==> src/rtl/tcw_pkg.sv <==
// Shared constants, types and helper functions for the text console writer.
package tcw_pkg;

  localparam int COLUMNS   = 80;
  localparam int ROWS      = 25;
  localparam int TAB_WIDTH = 8;

  localparam int CELLS     = ROWS * COLUMNS;
  localparam int ADDR_W    = $clog2(CELLS);
  localparam int TOP_W     = $clog2(ROWS);
  localparam int TAB_STOPS = (COLUMNS - 1) / TAB_WIDTH + 1;

  localparam int OP_W   = 3;
  localparam int CHAR_W = 8;
  localparam int ATTR_W = 8;
  localparam int ROW_W  = 5;
  localparam int COL_W  = 7;
  localparam int POS_W  = 11;
  localparam int CELL_W = 16;

  localparam logic [CHAR_W-1:0] CH_BS      = 8'h08;
  localparam logic [CHAR_W-1:0] CH_TAB     = 8'h09;
  localparam logic [CHAR_W-1:0] CH_LF      = 8'h0A;
  localparam logic [CHAR_W-1:0] CH_CR      = 8'h0D;
  localparam logic [CHAR_W-1:0] BLANK_CHAR = 8'h20;
  localparam logic [ATTR_W-1:0] RESET_ATTR = 8'h07;

  typedef enum logic [OP_W-1:0] {
    OP_PUT        = 3'd0,
    OP_PUT_COLOR  = 3'd1,
    OP_CLEAR      = 3'd2,
    OP_SET_CURSOR = 3'd3,
    OP_READ       = 3'd4
  } op_t;

  typedef enum logic [1:0] {
    ST_FILL,
    ST_IDLE,
    ST_READ
  } state_t;

  // Outcome of putting one character at the current cursor.
  typedef struct packed {
    logic              wr_en;
    logic [ROW_W-1:0]  wr_row;
    logic [COL_W-1:0]  wr_col;
    logic [CELL_W-1:0] wr_data;
    logic [ROW_W-1:0]  row;
    logic [COL_W-1:0]  col;
    logic              scroll;
  } put_res_t;

  function automatic logic [CELL_W-1:0] make_cell(input logic [ATTR_W-1:0] attr,
                                                  input logic [CHAR_W-1:0] ch);
    return {attr, ch};
  endfunction

  // Smallest multiple of TAB_WIDTH above col.
  function automatic logic [7:0] tab_stop(input logic [COL_W-1:0] col);
    logic [7:0] res;
    res = 8'(TAB_STOPS * TAB_WIDTH);
    for (int k = TAB_STOPS - 1; k >= 1; k--) begin
      if (8'(k * TAB_WIDTH) > {1'b0, col}) begin
        res = 8'(k * TAB_WIDTH);
      end
    end
    return res;
  endfunction

  // Logical row is rotated by the top-row offset to get the stored row.
  function automatic logic [ADDR_W-1:0] cell_addr(input logic [ROW_W-1:0] row,
                                                  input logic [COL_W-1:0] col,
                                                  input logic [TOP_W-1:0] top);
    logic [ROW_W:0] phys;
    phys = (ROW_W+1)'(row) + (ROW_W+1)'(top);
    if (phys >= (ROW_W+1)'(ROWS)) begin
      phys = phys - (ROW_W+1)'(ROWS);
    end
    return ADDR_W'(phys) * ADDR_W'(COLUMNS) + ADDR_W'(col);
  endfunction

endpackage

==> src/rtl/tcw_put_logic.sv <==
// Character interpretation: control codes, cursor advance, wrap and scroll detect.
module tcw_put_logic (
  input  logic [tcw_pkg::ROW_W-1:0]  row,
  input  logic [tcw_pkg::COL_W-1:0]  col,
  input  logic [tcw_pkg::CHAR_W-1:0] char_code,
  input  logic [tcw_pkg::ATTR_W-1:0] attr,
  output tcw_pkg::put_res_t          res
);

  logic [tcw_pkg::ROW_W:0] r;
  logic [7:0]              c;

  always_comb begin
    res         = '0;
    res.wr_row  = row;
    res.wr_col  = col;
    res.wr_data = tcw_pkg::make_cell(attr, char_code);
    r = (tcw_pkg::ROW_W+1)'(row);
    c = 8'(col);
    unique case (char_code)
      tcw_pkg::CH_LF: begin
        c = '0;
        r = r + 1'b1;
      end
      tcw_pkg::CH_CR: begin
        c = '0;
      end
      tcw_pkg::CH_TAB: begin
        c = tcw_pkg::tab_stop(col);
      end
      tcw_pkg::CH_BS: begin
        if (col != '0) begin
          c           = 8'(col) - 1'b1;
          res.wr_en   = 1'b1;
          res.wr_col  = col - 1'b1;
          res.wr_data = tcw_pkg::make_cell(attr, tcw_pkg::BLANK_CHAR);
        end
      end
      default: begin
        res.wr_en = 1'b1;
        c         = 8'(col) + 1'b1;
      end
    endcase
    if (c >= 8'(tcw_pkg::COLUMNS)) begin
      c = '0;
      r = r + 1'b1;
    end
    if (r >= (tcw_pkg::ROW_W+1)'(tcw_pkg::ROWS)) begin
      r          = (tcw_pkg::ROW_W+1)'(tcw_pkg::ROWS - 1);
      res.scroll = 1'b1;
    end
    res.row = r[tcw_pkg::ROW_W-1:0];
    res.col = c[tcw_pkg::COL_W-1:0];
  end

endmodule

==> config.mk <==
export PLATFORM = sky130hd
export DESIGN_NAME = tcw_put_logic
export DESIGN_NICKNAME = d
export VERILOG_FILES = /design/src/rtl/tcw_pkg.sv /design/src/rtl/tcw_put_logic.sv
export SDC_FILE = /design/constraint.sdc
export NUM_CORES = 1
export LEC_CHECK = 0
export BUFFER_PORTS_ARGS = -buffer_cell sky130_fd_sc_hd__buf_2
export CAP_MARGIN = 20
export CORE_AREA = 2 2 62 49
export DETAILED_ROUTE_END_ITERATION = 16
export DIE_AREA = 0 0 64 51
export PLACE_DENSITY = 0.95
export SKIP_LAST_GASP = 1
export SYNTH_ARGS = -nofsm -noshare
export SYNTH_HDL_FRONTEND = slang
export SYNTH_SLANG_ARGS = --single-unit
==> constraint.sdc <==
create_clock -name vclk -period 6.4
set_clock_uncertainty 0.15 [all_clocks]
set_input_delay 0.64 -clock vclk [all_inputs]
set_output_delay 0.64 -clock vclk [all_outputs]
set_load 0.005 [all_outputs]
==> results of run 1 <==
-- layer usage --
layer  GRT usage [%]  vias to the layer above  share of wire, %
met5               0                        -                 0
met4            2.90                        0              0.63
met3            1.32                        2               9.1
met2            32.6                       77                45
met1            29.7                      700                45
li1                -                      763                 -
-- worst max-delay path: cells and delay by family --
| kind | cells | cell delay (ps) |
|---|---|---|
| multiplexers | 1 | 340 |
| buffers and inverters | 3 | 400 |
| AND/OR/NAND/NOR | 5 | 1420 |
| AO/OA/AOI/OAI | 2 | 410 |
| adder cells (fa/ha/maj) | 1 | 320 |
-- cells by family after synthesis --
logic type,after synthesis,synth area share [%]
simple gates,90,39.5
fa+ha+maj,4,3.80
compound gates,54,30.8
mux,1,1.14
buf+inv,36,14.7
xor+xnor,15,9.98
-- worst max path at each step --
stage	slack, ps	endpoint	startpoint
detailed placement	2090	res[9]	col[0]
global placement	2190	res[9]	col[0]
floorplan	2670	res[9]	char_code[7]
global route	1810	res[9]	col[0]
CTS	2080	res[9]	col[0]
finish	2080	res[9]	col[0]
-- cell usage in the layout (no fill, tap or decap), drive strengths merged, types with 3 or more instances in the layout --
| master | count |
|---|---|
| nor2 | 17 |
| inv | 4 |
| a21oi | 12 |
| xor2 | 6 |
| o31ai | 3 |
| xnor2 | 9 |
| nand2 | 23 |
| a21o | 3 |
| o21ai | 14 |
| or2 | 3 |
| a31oi | 4 |
| nand4 | 6 |
| a22oi | 3 |
| ha | 4 |
| nor3 | 9 |
| buf | 54 |
| nand3 | 7 |
| or3 | 3 |
| nand2b | 3 |
| nor4 | 8 |
-- per-stage QoR --
stage               instance area [µm²]  hold slack (ps)  cells
global route                       1460             1130    260
finish                             1460             1130    260
floorplan                          1320             1210    200
CTS                                1460             1130    260
detailed placement                 1460             1130    260
global placement                   1460             1130    260
-- layout make-up --
cell class | instances | area [µm²]
fill | 252 | 1290
multi-input combinational | 164 | 1120
timing repair buffer | 54 | 270
tap | 38 | 47.5
inverter | 4 | 15.0
-- power by group through the flow --
stage / Clock, µW / Combinational [µW] / Sequential (µW)
detailed placement: 0 / 87.7 / 0
finish: 0 / 88.5 / 0
CTS: 0 / 88.1 / 0
global placement: 0 / 85.6 / 0
floorplan: 0 / 62.3 / 0
global route: 0 / 97.6 / 0
==> impl_metrics.env, run 1 <==
export IMPL_seq_cell_count=0
export IMPL_syn_area_per_cell_um2=6.58
export IMPL_run_status="completed"
export IMPL_drive_gt1_share_pct=33.3
export IMPL_synth_commonest_cells="22 x nand2_1, 15 x buf_4, 15 x nor2_1"
export IMPL_power_leakage_uw=0.000643
export IMPL_switchingPower_uw=50.9
export IMPL_die_area_um2=3260
export IMPL_yosys_area_top_type="buf_4"
export IMPL_drt_iter0_markers=95
export IMPL_dpl_worst_slack_ps=2090
export IMPL_io_pins=70
export IMPL_fp_dieH_um=51
export IMPL_path_class="in -> out"
export IMPL_slowest_delay_ps=430
export IMPL_fin_setup_tns_ps=0
export IMPL_coreArea_um2=2740
export IMPL_wirelength_mm=3.49
export IMPL_synthCells=200
export IMPL_setup_viol=0
export IMPL_seq_area_um2=0
export IMPL_netlist_area_um2=1320
export IMPL_fin_nets=256
export IMPL_hold_path_endpoint="res[21]"
export IMPL_die_x_um=64
export IMPL_slowest_stage="or3b_4"
export IMPL_numPortBuffers=54
export IMPL_tightest_slew_ps=627
export IMPL_grt_pass1_vias=1303
export IMPL_vias=1542
export IMPL_area_delta_synth_final_pct=10.6
export IMPL_clockPowerShare_pct=0
export IMPL_via_per_inst=5.93
export IMPL_hold_class="in -> out"
export IMPL_post_route_period_util_pct=67.5
export IMPL_required_ps=5610
export IMPL_hold_depth=0
export IMPL_pwr_share_seq_pct=0
export IMPL_drc_errors=0
export IMPL_ant_nets=0
export IMPL_cp_cell_sequence="buf_2 -> inv_1 -> ha_1 -> or3b_4 -> nor4_2 -> nor2_2 -> a2bb2oi_2 -> a31oi_4 -> nor2_2 -> mux2_4 -> nor4_2 -> buf_2"
export IMPL_synth_top_cell_area_share_pct=8.56
export IMPL_diodes=0
export IMPL_ys_seq_area_share_pct=0
export IMPL_maxSlewHeadroom_pct=58.0
export IMPL_grt_max_degree=16
export IMPL_gr_total_overflow=0
export IMPL_hpwl_mm=2.75
export IMPL_min_from="attr[0]"
export IMPL_first_pass_iters=4
export IMPL_peakVddDrop_mv=0.0335
export IMPL_yosysWarnings=0
export IMPL_power_total_uw=88.5
export IMPL_cap_violations=0
export IMPL_crit_path_start_kind="primary input"
export IMPL_hold_buffers=0
export IMPL_grt_pass1_wl_mm=5.66
export IMPL_start_util_pct=48.0
export IMPL_rows=17
export IMPL_clkbuf_count=0
export IMPL_grt_antenna_before_repair=0
export IMPL_p_int_uw=37.6
export IMPL_yosysMostFrequentCell="nand2_1"
export IMPL_arrival_ps=3530
export IMPL_powerDensity_nw_per_um2=60.8
export IMPL_grtUsageTotal_pct=20.2
export IMPL_hold_viol=0
export IMPL_rsz0062_at_grt="no"
export IMPL_max_freq_ghz=0.231
export IMPL_utilization_pct=53.0
export IMPL_cp_max_fo=14
export IMPL_cts_setup_buffers=0
export IMPL_post_cts_resized=0
export IMPL_routedWlPerCell_um=13.4
export IMPL_combPwrFrac_pct=100.0
export IMPL_synth_fp_nets=232
export IMPL_setup_ws_ps=2080
export IMPL_place_gp_congestion=0.964
export IMPL_ys_top_cells_by_area="buf_4 8.6%, nand2_1 6.3%, xnor2_1 6.0%, o21ai_0 4.6%, nor2_1 4.3%"
export IMPL_sw_frac_of_total_pct=57.5
export IMPL_crit_path_end_kind="output port"
export IMPL_period_needed_ps=4320
export IMPL_synth_cell_type_count=56
export IMPL_maxSlewViolCount=0
Power figures use the tool's default switching activity.
==> run 2: changes to the inputs <==
- ABC_AREA: default -> 1
- CORE_AREA: 2 2 62 49 -> 2 2 67 53
- DIE_AREA: 0 0 64 51 -> 0 0 69 55
- PLACE_DENSITY: 0.95 -> 0.87
- clock period: 6.4 -> 3.8 ns (I/O delays scaled with it)
==> run 2 against run 1 <==
Clock-buffer cell count did not move. Design area increased by 3.7%. Combinational power rose by 81%. Largest cell class unchanged. Via count grew 3.5%. Area after synthesis grew 2.3%. Wire length fell by 1.3%. Cell count rose by 22%. Die area is 16% higher. Critical path depth up 7. Synthesized cell count grew 23%.
==> impl_metrics.env, run 2 <==
export IMPL_run_status="completed"
export IMPL_netlist_area_um2=1350
export IMPL_setup_viol=0
export IMPL_slowest_stage="a41oi_2"
export IMPL_combPwrFrac_pct=100.0
export IMPL_tightest_slew_ps=389
export IMPL_clockPowerShare_pct=0
export IMPL_period_needed_ps=3140
export IMPL_max_freq_ghz=0.318
export IMPL_drive_gt1_share_pct=33.0
export IMPL_slowest_delay_ps=350
export IMPL_syn_area_per_cell_um2=5.50
export IMPL_synth_commonest_cells="56 x nand2_1, 31 x nor2_1, 25 x inv_1"
export IMPL_coreArea_um2=3150
export IMPL_powerDensity_nw_per_um2=106
export IMPL_synth_top_cell_area_share_pct=15.6
export IMPL_grt_pass1_vias=1329
export IMPL_ys_top_cells_by_area="nand2_1 16%, nand3_1 8.9%, buf_4 8.9%, nor2_1 8.6%, inv_1 7.0%"
export IMPL_cp_max_fo=13
export IMPL_drt_iter0_markers=86
export IMPL_maxSlewViolCount=0
export IMPL_maxSlewHeadroom_pct=74.1
export IMPL_hpwl_mm=2.92
export IMPL_cts_setup_buffers=0
export IMPL_hold_buffers=0
export IMPL_via_per_inst=5.05
export IMPL_layout_common_cells="56 x nand2_1, 54 x buf_2, 31 x nor2_1, 25 x inv_1, 24 x nand3_1"
export IMPL_place_gp_congestion=0.942
export IMPL_synth_fp_nets=277
export IMPL_switchingPower_uw=95.5
export IMPL_final_common_cell="nand2_1"
export IMPL_hold_class="in -> out"
export IMPL_post_cts_resized=0
export IMPL_peakVddDrop_mv=0.0429
export IMPL_required_ps=3270
export IMPL_p_int_uw=64.1
export IMPL_crit_path_start_kind="primary input"
export IMPL_crit_path_end_kind="output port"
export IMPL_seq_area_um2=0
export IMPL_yosys_area_top_type="nand2_1"
export IMPL_rsz0062_at_grt="no"
export IMPL_power_total_uw=160
export IMPL_path_class="in -> out"
export IMPL_pwr_share_seq_pct=0
export IMPL_gr_total_overflow=0
export IMPL_area_delta_synth_final_pct=12.1
export IMPL_routedWlPerCell_um=10.9
export IMPL_io_pins=70
export IMPL_yosysWarnings=0
export IMPL_die_x_um=69
export IMPL_grt_antenna_before_repair=0
export IMPL_die_area_um2=3800
export IMPL_path_buf_inv=5
export IMPL_ant_nets=0
export IMPL_diodes=0
export IMPL_sw_frac_of_total_pct=59.9
export IMPL_post_route_period_util_pct=82.7
export IMPL_vias=1596
export IMPL_cp_common_cell="nand2_4"
export IMPL_grtUsageTotal_pct=18.2
export IMPL_drc_errors=0
export IMPL_start_util_pct=42.7
export IMPL_cpLargestDelayFamily="simple AND/OR/NAND/NOR gates"
export IMPL_power_leakage_uw=0.000821
export IMPL_cap_violations=0
export IMPL_synth_cell_type_count=34
export IMPL_fp_dieH_um=55
export IMPL_grt_max_degree=14
export IMPL_arrival_ps=2610
export IMPL_wirelength_mm=3.44
export IMPL_clkbuf_count=0
export IMPL_seq_cell_count=0
export IMPL_first_pass_iters=4
export IMPL_nFillCells=348
export IMPL_numPortBuffers=54
export IMPL_rows=18
export IMPL_multi_input_area_um2=1070
export IMPL_grt_pass1_wl_mm=5.87
export IMPL_cp_cell_sequence="buf_2 -> inv_1 -> ha_1 -> nand2_2 -> inv_2 -> nand2_4 -> nor2_4 -> nor2_4 -> inv_2 -> nor3_1 -> a41oi_2 -> nand2_4 -> nand2_1 -> nand2_1 -> nor2_2 -> nand2_2 -> nand2_4 -> nor2_1 -> buf_2"
export IMPL_layout_cells_non_filler=316
export IMPL_hold_viol=0
export IMPL_ys_seq_area_share_pct=0
export IMPL_synthCells=245
export IMPL_fin_nets=310
export IMPL_dp_cells=316
export IMPL_yosysMostFrequentCell="nand2_1"
export IMPL_fin_setup_tns_ps=0
==> run 2: cell types whose count changed after synthesis, moves of 5 or more <==
cell / delta
nand4_1: -5
inv_2: +7
nor2_2: +5
clkbuf_1: -7
xnor2_1: -8
nand2_4: +5
nand2_1: +34
nand2_2: +5
nand3_1: +17
inv_1: +21
nor2_1: +16
==> run 2: final timing paths <==
path	start	endpoint	slack [ps]	cells after the start
worst max-delay path	col[0]	res[8]	660	19
worst min-delay path	attr[1]	res[22]	610	0
==> run 2: power groups by stage <==
stage                     registers, µW  logic, µW  clock network (µW)
after floorplan                       0        115                   0
after global placement                0        157                   0
after detailed placement              0        158                   0
after CTS                             0        159                   0
after global routing                  0        182                   0
final                                 0        160                   0
==> run 2: area by class of cell <==
class                           instances  share of cell area [%]
Timing Repair Buffer                   54                    17.9
Inverter                               32                    7.96
Tap cell                               40                    3.32
Multi-Input combinational cell        190                    70.8
==> run 2: metal layers <==
layer  vias to the layer above  track usage (%)  share of wire [%]
met2                        82             30.6                 41
met5                         -                0                  0
li1                        833                -                  -
met4                         0            0.980               0.61
met3                         2             1.09                8.0
met1                       679             26.9                 51
==> run 2: metrics by stage <==
step	cell area [µm²]	util (%)	worst slack [ps]	hold WS, ps
after floorplan	1350	-	1140	681
after global placement	1510	47.9	755	610
after detailed placement	1510	47.9	686	610
after CTS	1510	47.9	681	610
after global routing	1510	47.9	436	610
final	1510	47.9	658	610
==> run 2: logic make-up (layout without fill, tap and decap cells) <==
| logic type | count (synthesis) | after routing | synth area share (%) |
|---|---|---|---|
| compound gates | 32 | 32 | 17.0 |
| xor+xnor | 10 | 10 | 6.51 |
| buf+inv | 55 | 86 | 20.6 |
| fa+ha+maj | 4 | 4 | 3.72 |
| simple gates | 144 | 144 | 52.1 |
==> run 3: changes to the inputs <==
- ABC_AREA: 1 -> 0
- PLACE_DENSITY: 0.87 -> 0.86
- clock period: 3.8 -> 2.5 ns (I/O delays scaled with it)
==> run 3 against run 2 <==
The flow now finishes with violations (setup timing). Largest power group unchanged. Combinational power rose by 140%. Wire length is 66% higher. Utilization up 28 points. Sequential cell count unchanged.
==> impl_metrics.env, run 3 (synthesized netlist as in run 1, its figures left out) <==
export IMPL_hold_class="in -> out"
export IMPL_wirelength_mm=5.72
export IMPL_violations="setup timing"
export IMPL_seq_cell_count=0
export IMPL_hold_viol=0
export IMPL_fin_nets=335
export IMPL_dp_cells=328
export IMPL_coreArea_um2=3150
export IMPL_hold_worst_slack_ps=350
export IMPL_numPortBuffers=54
export IMPL_rsz0062_at_grt="yes"
export IMPL_diodes=0
export IMPL_crit_path_start_kind="primary input"
export IMPL_setup_ws_ps=-468
export IMPL_io_pins=70
export IMPL_ant_nets=0
export IMPL_via_per_inst=5.83
export IMPL_maxSlewViolCount=0
export IMPL_grt_max_degree=15
export IMPL_start_util_pct=41.7
export IMPL_area_delta_synth_final_pct=82.9
export IMPL_crit_path_end_kind="output port"
export IMPL_routedWlPerCell_um=16.8
export IMPL_nFillCells=191
export IMPL_dpl_worst_slack_ps=-564
export IMPL_grt_pass1_wl_mm=8.38
export IMPL_drive_gt1_share_pct=59.8
export IMPL_cp_max_fo=3
export IMPL_powerDensity_nw_per_um2=161
export IMPL_hold_buffers=0
export IMPL_die_x_um=69
export IMPL_path_class="in -> out"
export IMPL_vias=1989
export IMPL_setup_viol=12
export IMPL_grt_pass1_vias=1805
export IMPL_maxSlewHeadroom_pct=76.9
export IMPL_arrival_ps=2570
export IMPL_seq_area_um2=0
export IMPL_drt_iter0_markers=231
export IMPL_gr_total_overflow=0
export IMPL_power_total_uw=386
export IMPL_post_route_period_util_pct=119
export IMPL_die_area_um2=3800
export IMPL_grt_antenna_before_repair=0
export IMPL_grtUsageTotal_pct=27.0
export IMPL_rows=18
export IMPL_drc_errors=0
export IMPL_fp_dieH_um=55
export IMPL_clkbuf_count=0
export IMPL_period_needed_ps=2970
export IMPL_peakVddDrop_mv=0.0928
export IMPL_final_common_cell="buf_4"
export IMPL_layout_cells_non_filler=341
export IMPL_first_pass_iters=5
export IMPL_layout_common_cells="70 x buf_4, 49 x buf_2, 19 x nand2_1, 12 x nor2_1"
export IMPL_cap_violations=0
export IMPL_tightest_slew_ps=345
export IMPL_place_gp_congestion=0.897
export IMPL_power_leakage_uw=0.00112
export IMPL_required_ps=2100
export IMPL_hpwl_mm=3.79
export IMPL_fin_setup_tns_ps=-3520
export IMPL_run_status="finished with violations"
export IMPL_max_freq_ghz=0.337
-- run 3: cell count changes in the layout (fill, tap and decap cells not counted), sizes merged, moves of 4 or more --
cell	change
nand4	+5
a21oi	+6
nor4	+8
nor2	-23
nand3	-19
xnor2	+8
nand2	-44
buf	+79
inv	-28
nor3	+4
-- run 3: cell type report --
cell class	count	area, µm²	share of cell area [%]
multi-input cells	164	1370	57.1
inverters	4	38.8	1.61
well taps	40	50.0	2.08
repair buffers	133	945	39.2
-- run 3: power breakdown --
group,internal (µW),switching (µW)
clock,0,0
sequential,0,0
combinational,195,192
-- run 3: critical path, cell delays in order --
cell	delay (ps)
buf_8	100
nor4_4	310
and4_4	320
nand2_4	70
nand2_4	80
ha_4	160
xor2_2	150
nand2_1	80
o22a_1	210
o211a_1	220
mux2_4	290
or2_1	200
buf_2	120
-- run 3: worst paths after layout --
kind / start / to / depth (start not counted)
max: char_code[6] / res[0] / 13
min: attr[0] / res[21] / 0
-- run 3: through the flow --
stage	area (µm²)	util (%)
final	2410	76.3
after global routing	2410	76.3
after CTS	2230	70.8
after detailed placement	2060	65.4
after global placement	2060	65.4
after floorplan	1440	-
-- run 3: metal layers --
metal  wire length, µm  share of wire, %  vias up  GRT usage (%)
li1                  -                 -      921              -
met3               533               9.3       12           5.62
met1              2270                40      940           32.4
met2              2820                49      116           49.4
met5                 0                 0        -              0
met4                93               1.6        0           9.48
-- run 3: what timing repair did --
action                     in CTS  in global routing
buffers inserted                9                 11
pin swaps                      25                 17
cloned                          0                  0
setup endpoints to repair      13                 13
resized for setup              32                 23
